[src/sv/ucb1_pkg.sv]
// ----------------------------------------------------------------------------
// ucb1_pkg
// Shared types and constants for the UCB1 child selection block.
// ----------------------------------------------------------------------------
package ucb1_pkg;

  localparam int unsigned DivW   = 48;
  localparam int unsigned DenW   = 24;
  localparam int unsigned IterW  = 6;

  localparam logic [15:0] LN2_Q16 = 16'd45426;
  localparam logic signed [47:0] START_BOUND     = 48'sd655360000;
  localparam logic signed [47:0] UNVISITED_VALUE = 48'sd6553600000;
  localparam logic signed [47:0] VAL_MAX = 48'sh7FFF_FFFF_FFFF;
  localparam logic signed [47:0] VAL_MIN = 48'sh8000_0000_0000;
  localparam logic [23:0] EXPLORE_RESET = 24'd65536;

  localparam logic [IterW-1:0] MEAN_ITERS = 6'd48;
  localparam logic [IterW-1:0] Q_ITERS    = 6'd21;

  typedef enum logic [12:0] {
    S_IDLE  = 13'b0000000000001,
    S_EVAL  = 13'b0000000000010,
    S_MEAN  = 13'b0000000000100,
    S_SQ    = 13'b0000000001000,
    S_SQU   = 13'b0000000010000,
    S_LNMUL = 13'b0000000100000,
    S_LNGET = 13'b0000001000000,
    S_QDIV  = 13'b0000010000000,
    S_SQRT  = 13'b0000100000000,
    S_TMUL  = 13'b0001000000000,
    S_TADD  = 13'b0010000000000,
    S_CMP   = 13'b0100000000000,
    S_FIN   = 13'b1000000000000
  } state_t;

  typedef struct packed {
    logic             start;
    logic [IterW-1:0] iters;
    logic [DivW-1:0]  dividend;
    logic [DenW-1:0]  divisor;
  } div_req_t;

  typedef struct packed {
    logic            busy;
    logic            done;
    logic [DivW-1:0] quot;
  } div_rsp_t;

endpackage

[src/sv/ucb1_child_select.sv]
// ----------------------------------------------------------------------------
// ucb1_child_select
// UCB1 child selection: scores each child in Q.16 and keeps the running best
// over a selection, emitting the winner on the last child.
// ----------------------------------------------------------------------------
//  channel | handshake                    | payload
//  in      | in_valid / in_stall (out)    | child_score_sum .. last_child
//  out     | out_valid / out_stall (in)   | best_index, best_value, too_many_children
//  cfg     | cfg_wen                      | cfg_wdata (explore_weight)
//
//  A visited child runs the mean divide, 16 squaring rounds for the logarithm,
//  the ln/visits divide, 19 square root steps, then multiply, compare and
//  handshake; the next word is taken only once it is done. With a parent
//  count of 0 or 1 the logarithm is skipped. Unvisited children skip the
//  arithmetic and ignored ones go straight to finish. The divider and the
//  single 32x32 multiplier do the arithmetic. Reset is synchronous and clears
//  all control state. A stalled result holds the block only when the next
//  last child finishes.
// ----------------------------------------------------------------------------
module ucb1_child_select #(
  parameter int unsigned MAX_CHILDREN = 256
) (
  input  logic               clk,
  input  logic               rst,
  input  logic               cfg_wen,
  input  logic [23:0]        cfg_wdata,
  input  logic               in_valid,
  output logic               in_stall,
  input  logic signed [47:0] child_score_sum,
  input  logic [23:0]        child_visits,
  input  logic               child_is_white,
  input  logic [23:0]        node_visits,
  input  logic               parent_is_white,
  input  logic               last_child,
  output logic               out_valid,
  input  logic               out_stall,
  output logic [7:0]         best_index,
  output logic signed [47:0] best_value,
  output logic               too_many_children
);

  localparam logic signed [49:0] ValMaxExt = 50'(ucb1_pkg::VAL_MAX);
  localparam logic signed [49:0] ValMinExt = 50'(ucb1_pkg::VAL_MIN);

  ucb1_pkg::state_t state;
  ucb1_pkg::div_req_t div_req;
  ucb1_pkg::div_rsp_t div_rsp;

  logic [23:0]        explore_weight;
  logic signed [47:0] sum;
  logic [23:0]        visits;
  logic               cwhite;
  logic [23:0]        pvisits;
  logic               pwhite;
  logic               last;

  logic signed [47:0] run_best;
  logic [7:0]         run_index;
  logic [8:0]         child_count;
  logic               overflow_seen;

  logic [47:0]        mag;
  logic [4:0]         ln_n;
  logic [30:0]        ln_m;
  logic [15:0]        ln_frac;
  logic [3:0]         sq_cnt;
  logic [37:0]        rad;
  logic [21:0]        srem;
  logic [18:0]        root;
  logic [4:0]         rt_cnt;
  logic signed [47:0] value;

  logic [31:0]        mul_a;
  logic [31:0]        mul_b;
  logic [63:0]        prod;

  logic [4:0]         lead;
  logic [54:0]        m_wide;
  logic [31:0]        m_sq;
  logic [21:0]        rem_try;
  logic [21:0]        trial;
  logic [20:0]        ln_val;
  logic [26:0]        t_val;
  logic signed [49:0] mean_ext;
  logic signed [49:0] r_ext;
  logic signed [47:0] r_sat;
  logic               better;
  logic               accept;
  logic               emit;

  assign accept   = in_valid && !in_stall;
  assign in_stall = (state != ucb1_pkg::S_IDLE);
  assign emit     = (state == ucb1_pkg::S_FIN) && last && (!out_valid || !out_stall);

  always_comb begin
    lead = '0;
    for (int i = 1; i < 24; i++) begin
      if (pvisits[i]) lead = 5'(i);
    end
    m_wide  = {31'b0, pvisits} << (5'd30 - lead);
    m_sq    = prod[61:30];
    rem_try = {srem[19:0], rad[37:36]};
    trial   = {1'b0, root, 2'b01};
    ln_val  = prod[36:16];
    t_val   = prod[42:16];
    mean_ext = sum[47] ? -$signed({2'b00, mag}) : $signed({2'b00, mag});
    r_ext    = cwhite ? mean_ext - $signed({23'b0, t_val})
                      : mean_ext + $signed({23'b0, t_val});
    if (r_ext > ValMaxExt) r_sat = ucb1_pkg::VAL_MAX;
    else if (r_ext < ValMinExt) r_sat = ucb1_pkg::VAL_MIN;
    else r_sat = r_ext[47:0];
    better = pwhite ? (value > run_best) : (value < run_best);
  end

  // shared multiplier operands
  always_comb begin
    case (state)
      ucb1_pkg::S_SQ: begin
        mul_a = {1'b0, ln_m};
        mul_b = {1'b0, ln_m};
      end
      ucb1_pkg::S_LNMUL: begin
        mul_a = {11'b0, ln_n, ln_frac};
        mul_b = {16'b0, ucb1_pkg::LN2_Q16};
      end
      default: begin
        mul_a = {8'b0, explore_weight};
        mul_b = {13'b0, root};
      end
    endcase
  end

  always_ff @(posedge clk) begin
    prod <= 64'(mul_a) * 64'(mul_b);
  end

  always_comb begin
    div_req.divisor = visits;
    div_req.start   = 1'b0;
    div_req.iters   = ucb1_pkg::Q_ITERS;
    div_req.dividend = {ln_val, 27'b0};
    case (state)
      ucb1_pkg::S_EVAL: begin
        div_req.start = (child_count < 9'(MAX_CHILDREN)) && (visits != '0);
        div_req.iters = ucb1_pkg::MEAN_ITERS;
        div_req.dividend = sum[47] ? 48'(48'd0 - sum) : sum;
      end
      ucb1_pkg::S_MEAN: begin
        div_req.start = div_rsp.done && (lead == '0);
        div_req.dividend = '0;
      end
      ucb1_pkg::S_LNGET: begin
        div_req.start = 1'b1;
      end
      default: begin
        div_req.start = 1'b0;
      end
    endcase
  end

  ucb1_div u_div (
    .clk (clk),
    .rst (rst),
    .req (div_req),
    .rsp (div_rsp)
  );

  always_ff @(posedge clk) begin
    if (accept) begin
      sum     <= child_score_sum;
      visits  <= child_visits;
      cwhite  <= child_is_white;
      pvisits <= node_visits;
      pwhite  <= parent_is_white;
      last    <= last_child;
    end
  end

  always_ff @(posedge clk) begin
    if (rst) begin
      state          <= ucb1_pkg::S_IDLE;
      explore_weight <= ucb1_pkg::EXPLORE_RESET;
      run_best       <= -ucb1_pkg::START_BOUND;
      run_index      <= '0;
      child_count    <= '0;
      overflow_seen  <= 1'b0;
      out_valid      <= 1'b0;
    end else begin
      if (cfg_wen) explore_weight <= cfg_wdata;
      if (emit) out_valid <= 1'b1;
      else if (out_valid && !out_stall) out_valid <= 1'b0;
      case (state)
        ucb1_pkg::S_IDLE: begin
          if (accept) begin
            if (child_count == '0) begin
              run_best  <= parent_is_white ? -ucb1_pkg::START_BOUND
                                           : ucb1_pkg::START_BOUND;
              run_index <= '0;
            end
            state <= ucb1_pkg::S_EVAL;
          end
        end
        ucb1_pkg::S_EVAL: begin
          if (child_count >= 9'(MAX_CHILDREN)) begin
            overflow_seen <= 1'b1;
            state <= ucb1_pkg::S_FIN;
          end else if (visits == '0) begin
            value <= cwhite ? -ucb1_pkg::UNVISITED_VALUE : ucb1_pkg::UNVISITED_VALUE;
            state <= ucb1_pkg::S_CMP;
          end else begin
            state <= ucb1_pkg::S_MEAN;
          end
        end
        ucb1_pkg::S_MEAN: begin
          if (div_rsp.done) begin
            mag     <= div_rsp.quot;
            ln_n    <= lead;
            ln_m    <= m_wide[30:0];
            ln_frac <= '0;
            sq_cnt  <= '0;
            state   <= (lead == '0) ? ucb1_pkg::S_QDIV : ucb1_pkg::S_SQ;
          end
        end
        ucb1_pkg::S_SQ: begin
          state <= ucb1_pkg::S_SQU;
        end
        ucb1_pkg::S_SQU: begin
          // renormalise into [1,2) and shift the bit into the fraction
          ln_frac <= {ln_frac[14:0], m_sq[31]};
          ln_m    <= m_sq[31] ? m_sq[31:1] : m_sq[30:0];
          sq_cnt  <= sq_cnt + 1'b1;
          state   <= (sq_cnt == 4'd15) ? ucb1_pkg::S_LNMUL : ucb1_pkg::S_SQ;
        end
        ucb1_pkg::S_LNMUL: begin
          state <= ucb1_pkg::S_LNGET;
        end
        ucb1_pkg::S_LNGET: begin
          state <= ucb1_pkg::S_QDIV;
        end
        ucb1_pkg::S_QDIV: begin
          if (div_rsp.done) begin
            rad    <= {1'b0, div_rsp.quot[20:0], 16'b0};
            srem   <= '0;
            root   <= '0;
            rt_cnt <= '0;
            state  <= ucb1_pkg::S_SQRT;
          end
        end
        ucb1_pkg::S_SQRT: begin
          rad <= {rad[35:0], 2'b00};
          if (rem_try >= trial) begin
            srem <= rem_try - trial;
            root <= {root[17:0], 1'b1};
          end else begin
            srem <= rem_try;
            root <= {root[17:0], 1'b0};
          end
          rt_cnt <= rt_cnt + 1'b1;
          if (rt_cnt == 5'd18) state <= ucb1_pkg::S_TMUL;
        end
        ucb1_pkg::S_TMUL: begin
          state <= ucb1_pkg::S_TADD;
        end
        ucb1_pkg::S_TADD: begin
          value <= r_sat;
          state <= ucb1_pkg::S_CMP;
        end
        ucb1_pkg::S_CMP: begin
          if (better) begin
            run_best  <= value;
            run_index <= child_count[7:0];
          end
          child_count <= child_count + 1'b1;
          state <= ucb1_pkg::S_FIN;
        end
        ucb1_pkg::S_FIN: begin
          if (!last) begin
            state <= ucb1_pkg::S_IDLE;
          end else if (!out_valid || !out_stall) begin
            best_index        <= run_index;
            best_value        <= run_best;
            too_many_children <= overflow_seen;
            run_best          <= -ucb1_pkg::START_BOUND;
            run_index         <= '0;
            child_count       <= '0;
            overflow_seen     <= 1'b0;
            state             <= ucb1_pkg::S_IDLE;
          end
        end
        default: begin
          state <= ucb1_pkg::S_IDLE;
        end
      endcase
    end
  end

`ifndef SYNTHESIS
  a_count_bound: assert property (@(posedge clk) disable iff (rst)
    child_count <= 9'(MAX_CHILDREN))
    else $error("child count past limit");

  a_out_from_fin: assert property (@(posedge clk) disable iff (rst)
    $rose(out_valid) |-> $past(state == ucb1_pkg::S_FIN))
    else $error("result raised outside finish");

  a_div_done_place: assert property (@(posedge clk) disable iff (rst)
    div_rsp.done |-> (state == ucb1_pkg::S_MEAN || state == ucb1_pkg::S_QDIV))
    else $error("divider finished with nobody waiting");

  a_div_idle_start: assert property (@(posedge clk) disable iff (rst)
    div_req.start |-> !div_rsp.busy)
    else $error("divider restarted while busy");
`endif

endmodule

[src/sv/ucb1_div.sv]
// ----------------------------------------------------------------------------
// ucb1_div
// Restoring divider, one quotient bit per cycle. The dividend is consumed
// from its top bit; after N iterations the quotient holds the top N bits
// divided by the divisor.
// ----------------------------------------------------------------------------
module ucb1_div (
  input  logic              clk,
  input  logic              rst,
  input  ucb1_pkg::div_req_t req,
  output ucb1_pkg::div_rsp_t rsp
);

  logic [ucb1_pkg::DenW-1:0]  rem;
  logic [ucb1_pkg::DivW-1:0]  dvd;
  logic [ucb1_pkg::DivW-1:0]  quot;
  logic [ucb1_pkg::IterW-1:0] cnt;
  logic                       busy;
  logic                       done;
  logic [ucb1_pkg::DenW:0]    rem_sh;
  logic                       qbit;
  logic [ucb1_pkg::DenW:0]    rem_sub;

  always_comb begin
    rem_sh  = {rem, dvd[ucb1_pkg::DivW-1]};
    qbit    = (rem_sh >= {1'b0, req.divisor});
    rem_sub = rem_sh - {1'b0, req.divisor};
  end

  always_ff @(posedge clk) begin
    if (rst) begin
      busy <= 1'b0;
      done <= 1'b0;
      cnt  <= '0;
    end else begin
      done <= 1'b0;
      if (req.start) begin
        busy <= 1'b1;
        cnt  <= req.iters;
      end else if (busy) begin
        cnt <= cnt - 1'b1;
        if (cnt == ucb1_pkg::IterW'(1)) begin
          busy <= 1'b0;
          done <= 1'b1;
        end
      end
    end
  end

  always_ff @(posedge clk) begin
    if (req.start) begin
      rem  <= '0;
      dvd  <= req.dividend;
      quot <= '0;
    end else if (busy) begin
      rem  <= qbit ? rem_sub[ucb1_pkg::DenW-1:0] : rem_sh[ucb1_pkg::DenW-1:0];
      dvd  <= {dvd[ucb1_pkg::DivW-2:0], 1'b0};
      quot <= {quot[ucb1_pkg::DivW-2:0], qbit};
    end
  end

  assign rsp.busy = busy;
  assign rsp.done = done;
  assign rsp.quot = quot;

endmodule
[config.mk]
export PLATFORM = sky130hd
export DESIGN_NAME = ucb1_child_select
export DESIGN_NICKNAME = d
export VERILOG_FILES = /design/src/sv/ucb1_pkg.sv /design/src/sv/ucb1_child_select.sv /design/src/sv/ucb1_div.sv
export SDC_FILE = /design/constraint.sdc
export NUM_CORES = 2
export LEC_CHECK = 0
export BUFFER_PORTS_ARGS = -buffer_cell sky130_fd_sc_hd__clkbuf_2
export CORE_MARGIN = 10
export CORE_UTILIZATION = 65
export CTS_CLUSTER_SIZE = 14
export DETAILED_ROUTE_END_ITERATION = 7
export GPL_ROUTABILITY_DRIVEN = 0
export PLACE_DENSITY = 0.88
export SYNTH_ARGS = -nofsm -noshare
export SYNTH_HDL_FRONTEND = slang
export SYNTH_SLANG_ARGS = --single-unit
[constraint.sdc]
create_clock -name clk -period 11.3 [get_ports clk]
set_input_delay 1.13 -clock clk [delete_from_list [all_inputs] [get_ports clk]]
set_output_delay 1.13 -clock clk [all_outputs]
set_load 0.01 [all_outputs]
---- Word-level counts from Yosys, hierarchy flattened ----
Index checks and enable logic that the tools add are counted.
storage, ports and cells
  logic and storage cells ................. 214
  output and inout bits ................... 59
  bits in registers ....................... 684
  input port bits ......................... 128
operators by class
  bitwise operators ....................... 2
  $mul .................................... 1
  shift-type cells ........................ 1
  order comparisons ....................... 8
  add/subtract/negate cells ............... 11
  eq/ne operators ......................... 29
  mux-type cells .......................... 97
  reductions and logical operators ........ 32
operator list
  cell                                                                                count
  48-bit 2-to-1 mux                                                                   14
  48-bit one-hot mux with 2 select lines                                              2
  31-bit one-hot mux with 2 select lines                                              3
  13-bit one-hot mux with 13 select lines                                             1
  48-bit one-hot mux with 3 select lines                                              1
  5-bit 2-to-1 mux                                                                    23
  50-bit 2-to-1 mux                                                                   2
  13-bit 2-to-1 mux                                                                   7
  38-bit one-hot mux with 2 select lines                                              1
  31-bit by 31-bit multiplier with 62-bit output                                      1
  31-bit 2-to-1 mux                                                                   2
  50-bit by 28-bit adder with 50-bit output                                           1
  50-bit by 48-bit greater-than comparator with 1-bit output (second input constant)  1
  50-bit by 48-bit < comparator with 1-bit output (second input constant)             1
  48-bit negator with 50-bit output                                                   1
  50-bit by 28-bit subtractor with 50-bit output                                      1
  48-bit greater-than comparator                                                      1
  48-bit < comparator                                                                 1
  8-bit 2-to-1 mux                                                                    6
  1-bit by 48-bit subtractor with 48-bit output (first input constant)                1
  20-bit 2-to-1 mux                                                                   2
  20-bit one-hot mux with 2 select lines                                              1
  38-bit 2-to-1 mux                                                                   1
  19-bit one-hot mux with 2 select lines                                              1
  62 further kinds                                                                    105

---- Longest topological paths before layout ----
  word-level depth ........................ 27
  depth in mapped cells ................... 40
  mapped depth without buffers ............ 35

---- Cells and area by module ----
From an unflattened synthesis, not the netlist that was laid out.
second synthesis, totals
  cell total of the unflattened synthesis .. 6919
  area total of the unflattened synthesis .. 65392.7 um^2
modules (own cells, without submodules)
  module             cells an instance  area each (um^2)  instances  seq. area each (um^2)
  ucb1_child_select  6249               58668.8           1          14233.7
  ucb1_div           670                6723.9            1          3042.9

---- Worst setup path before layout ----
Ideal clock, no wire load.
  path type ............................... register to register
  start ................................... reg state[11]
  end ..................................... reg prod[58]
  path buffers ............................ 5
  setup time .............................. 0.127 ns
  data arrival time ....................... 9.730 ns
  setup slack ............................. 1.444 ns
  required time ........................... 11.173 ns
  stages on the path, launching flop included .. 36
  cell sequence ........................... dfxtp_1 clkbuf_1 or4_1 nor3_2 and3_1 clkbuf_1 clkbuf_1 clkbuf_1 o21ai_0 a21oi_1 clkbuf_1 nor2_1 fa_1 fa_1 fa_1 inv_1 fa_1 inv_1 fa_1 fa_1 fa_1 inv_1 fa_1 inv_1 ha_1 a21o_1 a21o_1 a21oi_1 o221ai_1 a31o_2 a221oi_1 o21a_1 nand2_1 a221oi_1 o21ai_0 xor2_1
between the ends
  cells in the longest elaborated chain, start to end .. 3
  elaborated cells between the ends (all ways) .. 5
  classes of those cells .................. mul (1); eq/ne (2); mux (2)
RTL lines
  item                                                                                                    line                      RTL
  from (decl)                                                                                             ucb1_child_select.sv:45   ucb1_pkg::state_t state;
  from (signal assigned)                                                                                  ucb1_child_select.sv:181  state <= ucb1_pkg::S_IDLE;
  from (signal assigned)                                                                                  ucb1_child_select.sv:200  state <= ucb1_pkg::S_EVAL;
  from (signal assigned)                                                                                  ucb1_child_select.sv:206  state <= ucb1_pkg::S_FIN;
  13-bit by 6-bit == test with 1-bit output or 13-bit by 4-bit == test with 1-bit output (tied branches)  ucb1_child_select.sv:117  case (state)
  31-bit one-hot mux with 2 select lines                                                                  ucb1_child_select.sv:117
  31-bit by 31-bit multiplier with 62-bit output (*)                                                      ucb1_child_select.sv:134  prod <= 64'(mul_a) * 64'(mul_b);
  to (signal assigned)                                                                                    ucb1_child_select.sv:134
  to (decl)                                                                                               ucb1_child_select.sv:75   logic [63:0] prod;
Mark *: on every way between the ends. The rest lies on a longest branch, timed or not.
A chain may end at the register's enable or synchronous reset.

---- Worst setup path after layout ----
  start ................................... reg state[8]
  end ..................................... reg prod[58]
Same word-level chain as after synthesis.

==> impl_metrics.csv <==
group,metric,value,unit
layout,finish.cell_count_without_fillers,8273,
sta,tightestPinTransition,1.31,ns
global_route,via_count_of_the_first_global_routing_pass,53900,
critical_path,worst-setup-path-type,"flop to flop",
place,total_placed_cells_including_tap_cells,8135,
critical_path,cp.required,11.85,ns
sta,maxSlewViolCount,0,
worst_hold_path,hold_wc_path_type,"flop to flop",
floorplanning,ios,187,
route,route.antenna.remaining_nets,0,
synth,synth_edf_count,422,
route,num_vias,52900,
sta,fmax,0.0898,GHz
layout,area_growth,7.54,%
route,detailedRoute.firstIterationViolations,8047,
synth,synth.ff_latch_count,652,
critical_path,worstPathMaxFanout,23,
sta,final_critical_path_setup_slack,0.161,ns
sta,timing.clock.skew,0.0900,ns
place,placement.cell_area,66500,um^2
floorplanning,die_x,334,um
floorplanning,core.rowCount,115,
synth,synth_cell_type_count,86,
synth,yosysWarnings,0,
clock_tree,insertion_delay_of_the_later_clocked_pin_in_the_worst_skew_pair,0.71,ns
sta,timing.slew.headroom,0.122,
critical_path,critPathArrivalTime,11.69,ns
clock_tree,cts.sink_count,652,
global_route,grt_pass1_wl,303000,um
critical_path,worstSetupStartpointType,"flop",
layout,finish.net_count,8279,
power,vdd.ir_drop.worst,0.225,mV
route,wire_per_inst,23.7,um
clock_tree,clock_path_buffers,3,
synth,syn-mean-instance-area,9.32,um^2
global_route,groute.usage.overall,0.349,
critical_path,cp_slowest_cell,"sky130_fd_sc_hd__fa_1",
worst_hold_path,cell_depth_of_the_worst_hold_path,0,
floorplanning,dieArea,112000,um^2
outcome,outcome,"complete, but fails checks",
outcome,failing_checks,"design-rule violations",
clock_tree,numCtsBuffers,70,
route,postRouteWirelength,196000,um
synth,synth_net_count,8244,
layout,drive_above_1_share,0.0761,
global_route,grt_max_degree,97,
floorplanning,initial_utilization,0.654,
critical_path,cp_slowest_stage_delay,0.61,ns
power,powerDensity,160,nW/um^2
sta,final_period_minus_worst_setup_slack,11.14,ns
synth,synth_sequential_area_ratio,0.269,
synth,synth_area,64100,um^2
synth,post_synthesis_cell_count,6886,
critical_path,critical_path.reg2reg.endpoint,"prod[58]",
sta,setup_viol,0,
sta,whs,0.415,ns
critical_path,regToRegSetupSlack,0.16,ns
worst_hold_path,worst_hold_startpoint,"run_best[20]",
route,vias_per_cell,6.39,
global_route,antenna_found_initial,12,
critical_path,number_of_cell_instances_on_the_worst_register_to_register_path,31,
route,number_of_remaining_drc_errors,271,
place,buffer_ports.inserted,186,
place,placement.setup.worst_slack,0.375,ns
critical_path,setup.worst_path.end_class,"flop",
critical_path,crit_path_frequent_cell,"sky130_fd_sc_hd__fa_1",
clock_tree,tritoncts,"yes",
sta,timing_hold_violations_final,0,
route,firstDrtPassIters,8,
layout,finalInstanceArea,69000,um^2
global_route,grt.overflow.total,0,
floorplanning,core_area,98100,um^2
clock_tree,clockRootBuffer,"sky130_fd_sc_hd__clkbuf_16",
synth,postSynth.asyncResetShare,0,
power,total_power,11.0,mW
power,total_leakage_power,31.7,nW
place,post-dp-hpwl,147000,um
worst_hold_path,worstHoldEndpoint,"best_value[20]",
flow_run,drv_cap,0,
clock_tree,h-tree-depth,3,
sta,final.period_utilization,0.986,
clock_tree,cts.reportedPaths.clkPinSlew,0.06,ns
floorplanning,chipHeight,334,um
synth,ys.flop_type,"sky130_fd_sc_hd__edfxtp_1",
critical_path,r2r-start,"state[8]",
-- Yosys cell counts (19+ instances only) --
cell | number | area [um^2]
sky130_fd_sc_hd__nand2_1 | 709 | 2660
sky130_fd_sc_hd__o22ai_1 | 33 | 206
sky130_fd_sc_hd__o21ai_0 | 201 | 1010
sky130_fd_sc_hd__or2_2 | 19 | 119
sky130_fd_sc_hd__xnor2_1 | 184 | 1610
sky130_fd_sc_hd__edfxtp_1 | 422 | 12700
sky130_fd_sc_hd__dfxtp_1 | 230 | 4600
sky130_fd_sc_hd__and2_1 | 47 | 294
sky130_fd_sc_hd__a211o_1 | 32 | 280
sky130_fd_sc_hd__o31ai_1 | 39 | 293
sky130_fd_sc_hd__mux2i_1 | 177 | 1770
sky130_fd_sc_hd__nand4_1 | 81 | 507
sky130_fd_sc_hd__clkbuf_1 | 329 | 1230
sky130_fd_sc_hd__ha_1 | 402 | 5030
sky130_fd_sc_hd__o21a_1 | 25 | 188
sky130_fd_sc_hd__a211oi_1 | 28 | 210
sky130_fd_sc_hd__a21oi_1 | 293 | 1470
sky130_fd_sc_hd__nor2b_1 | 32 | 200
sky130_fd_sc_hd__nor2_1 | 843 | 3160
sky130_fd_sc_hd__nand2b_1 | 26 | 163
sky130_fd_sc_hd__or3_1 | 21 | 131
sky130_fd_sc_hd__nor3_1 | 59 | 295
sky130_fd_sc_hd__a21o_1 | 90 | 676
sky130_fd_sc_hd__fa_1 | 828 | 16600
sky130_fd_sc_hd__and3_1 | 73 | 457
sky130_fd_sc_hd__nor4_1 | 33 | 206
sky130_fd_sc_hd__inv_1 | 1102 | 4140
sky130_fd_sc_hd__o21bai_1 | 22 | 165
sky130_fd_sc_hd__o41ai_1 | 25 | 219
sky130_fd_sc_hd__xor2_1 | 89 | 780
sky130_fd_sc_hd__a31oi_1 | 20 | 125
sky130_fd_sc_hd__nand3_1 | 122 | 611
sky130_fd_sc_hd__o211ai_1 | 19 | 143
-- metrics by stage --
step / setup TNS, ns / util
finish: 0 / 0.703
detailed placement: 0 / 0.678
global route: -0.00982 / 0.703
floorplan: 0 / -
CTS: 0 / 0.702
global placement: 0 / 0.678
-- power breakdown --
group | total (mW) | switching [mW] | leakage [nW] | internal (mW)
sequential | 3.15 | 0.304 | 5.71 | 2.84
clock | 2.44 | 1.06 | 1.18 | 1.39
combinational | 5.43 | 3.46 | 24.8 | 1.97
-- critical path: cells and delay by family (launching register included) --
| family | cells | cell delay [ns] |
|---|---|---|
| compound gates | 9 | 2.56 |
| fa+ha+maj | 9 | 4.58 |
| xor+xnor | 1 | 0.17 |
| flops | 1 | 0.35 |
| simple gates | 7 | 2.44 |
| buf+inv | 5 | 0.88 |
-- state kept, by name, summed over array words and instances, names as in the netlist, 9 cells and up --
signal and flops:
mag 48, visits 24, explore_weight 24, rad 22, prod 46, sum 48, best_value 48, state 13
ln_m 31, value 48, run_best 48, u_div.rem 24, ln_frac 16, root 19, u_div.quot 48, u_div.dvd 48
pvisits 24, child_count 9, srem 20
-- cell type report --
cell class	instances	area [um^2]
Timing Repair Buffer	312	1900
Fill cell	6714	29100
Sequential cell	652	17300
Antenna cell	8	20.0
Inverter	1103	4140
Tap cell	1287	1610
Multi-Input combinational cell	4782	41600
Clock inverter	43	577
Clock buffer	86	1830
-- kinds of logic (layout without fill, tap and decap cells) --
logic type	after synthesis	count (layout)	share of synthesized area
AOI/OAI and AO/OA	947	948	0.0939
DFF	652	652	0.269
muxes	187	187	0.0297
and+or+nand+nor	2144	2144	0.148
adders and majority gates	1230	1230	0.337
buffers and inverters	1453	1544	0.0851
xor gates and xnor gates	273	273	0.0373
other	0	8	0
-- how the worst max path moves through the flow --
stage,start,end,slack (ns),cells past startpoint
after floorplan,state[11],prod[58],1.44,35
after global placement,state[8],prod[58],0.74,31
after detailed placement,state[8],prod[58],0.37,32
after CTS,state[8],prod[58],0.36,32
after global routing,state[8],prod[58],-0.01,31
final,state[8],prod[58],0.16,31
-- cells in the final DEF, fill, tap and decap left out, drive strengths merged, types with 60 or more instances in the layout --
cell type  instances
mux2i            177
dfxtp            230
nand4             81
nand2            709
buf              127
xnor2            184
nand3            123
nor3              60
o21ai            202
and3              73
nor2             843
edfxtp           422
clkbuf           271
a21oi            293
xor2              89
a21o              90
inv             1109
fa               828
ha               402
-- routing by layer --
metal  up-vias  track usage  part of all wire  wire length, um
met5         -      0.00885            0.0018              347
met4        18        0.204             0.079            15500
met3      1231        0.168              0.17            32400
met2      4122        0.498              0.41            80700
met1     25100        0.425              0.34            66800
li1      22400            -                 -                -
-- timing repair --
action,CTS,global route
gates resized for setup,0,19
setup buffers,0,0
hold buffers,0,0
setup endpoints to repair,0,12
Note: power is estimated with default switching activity, not from simulation.
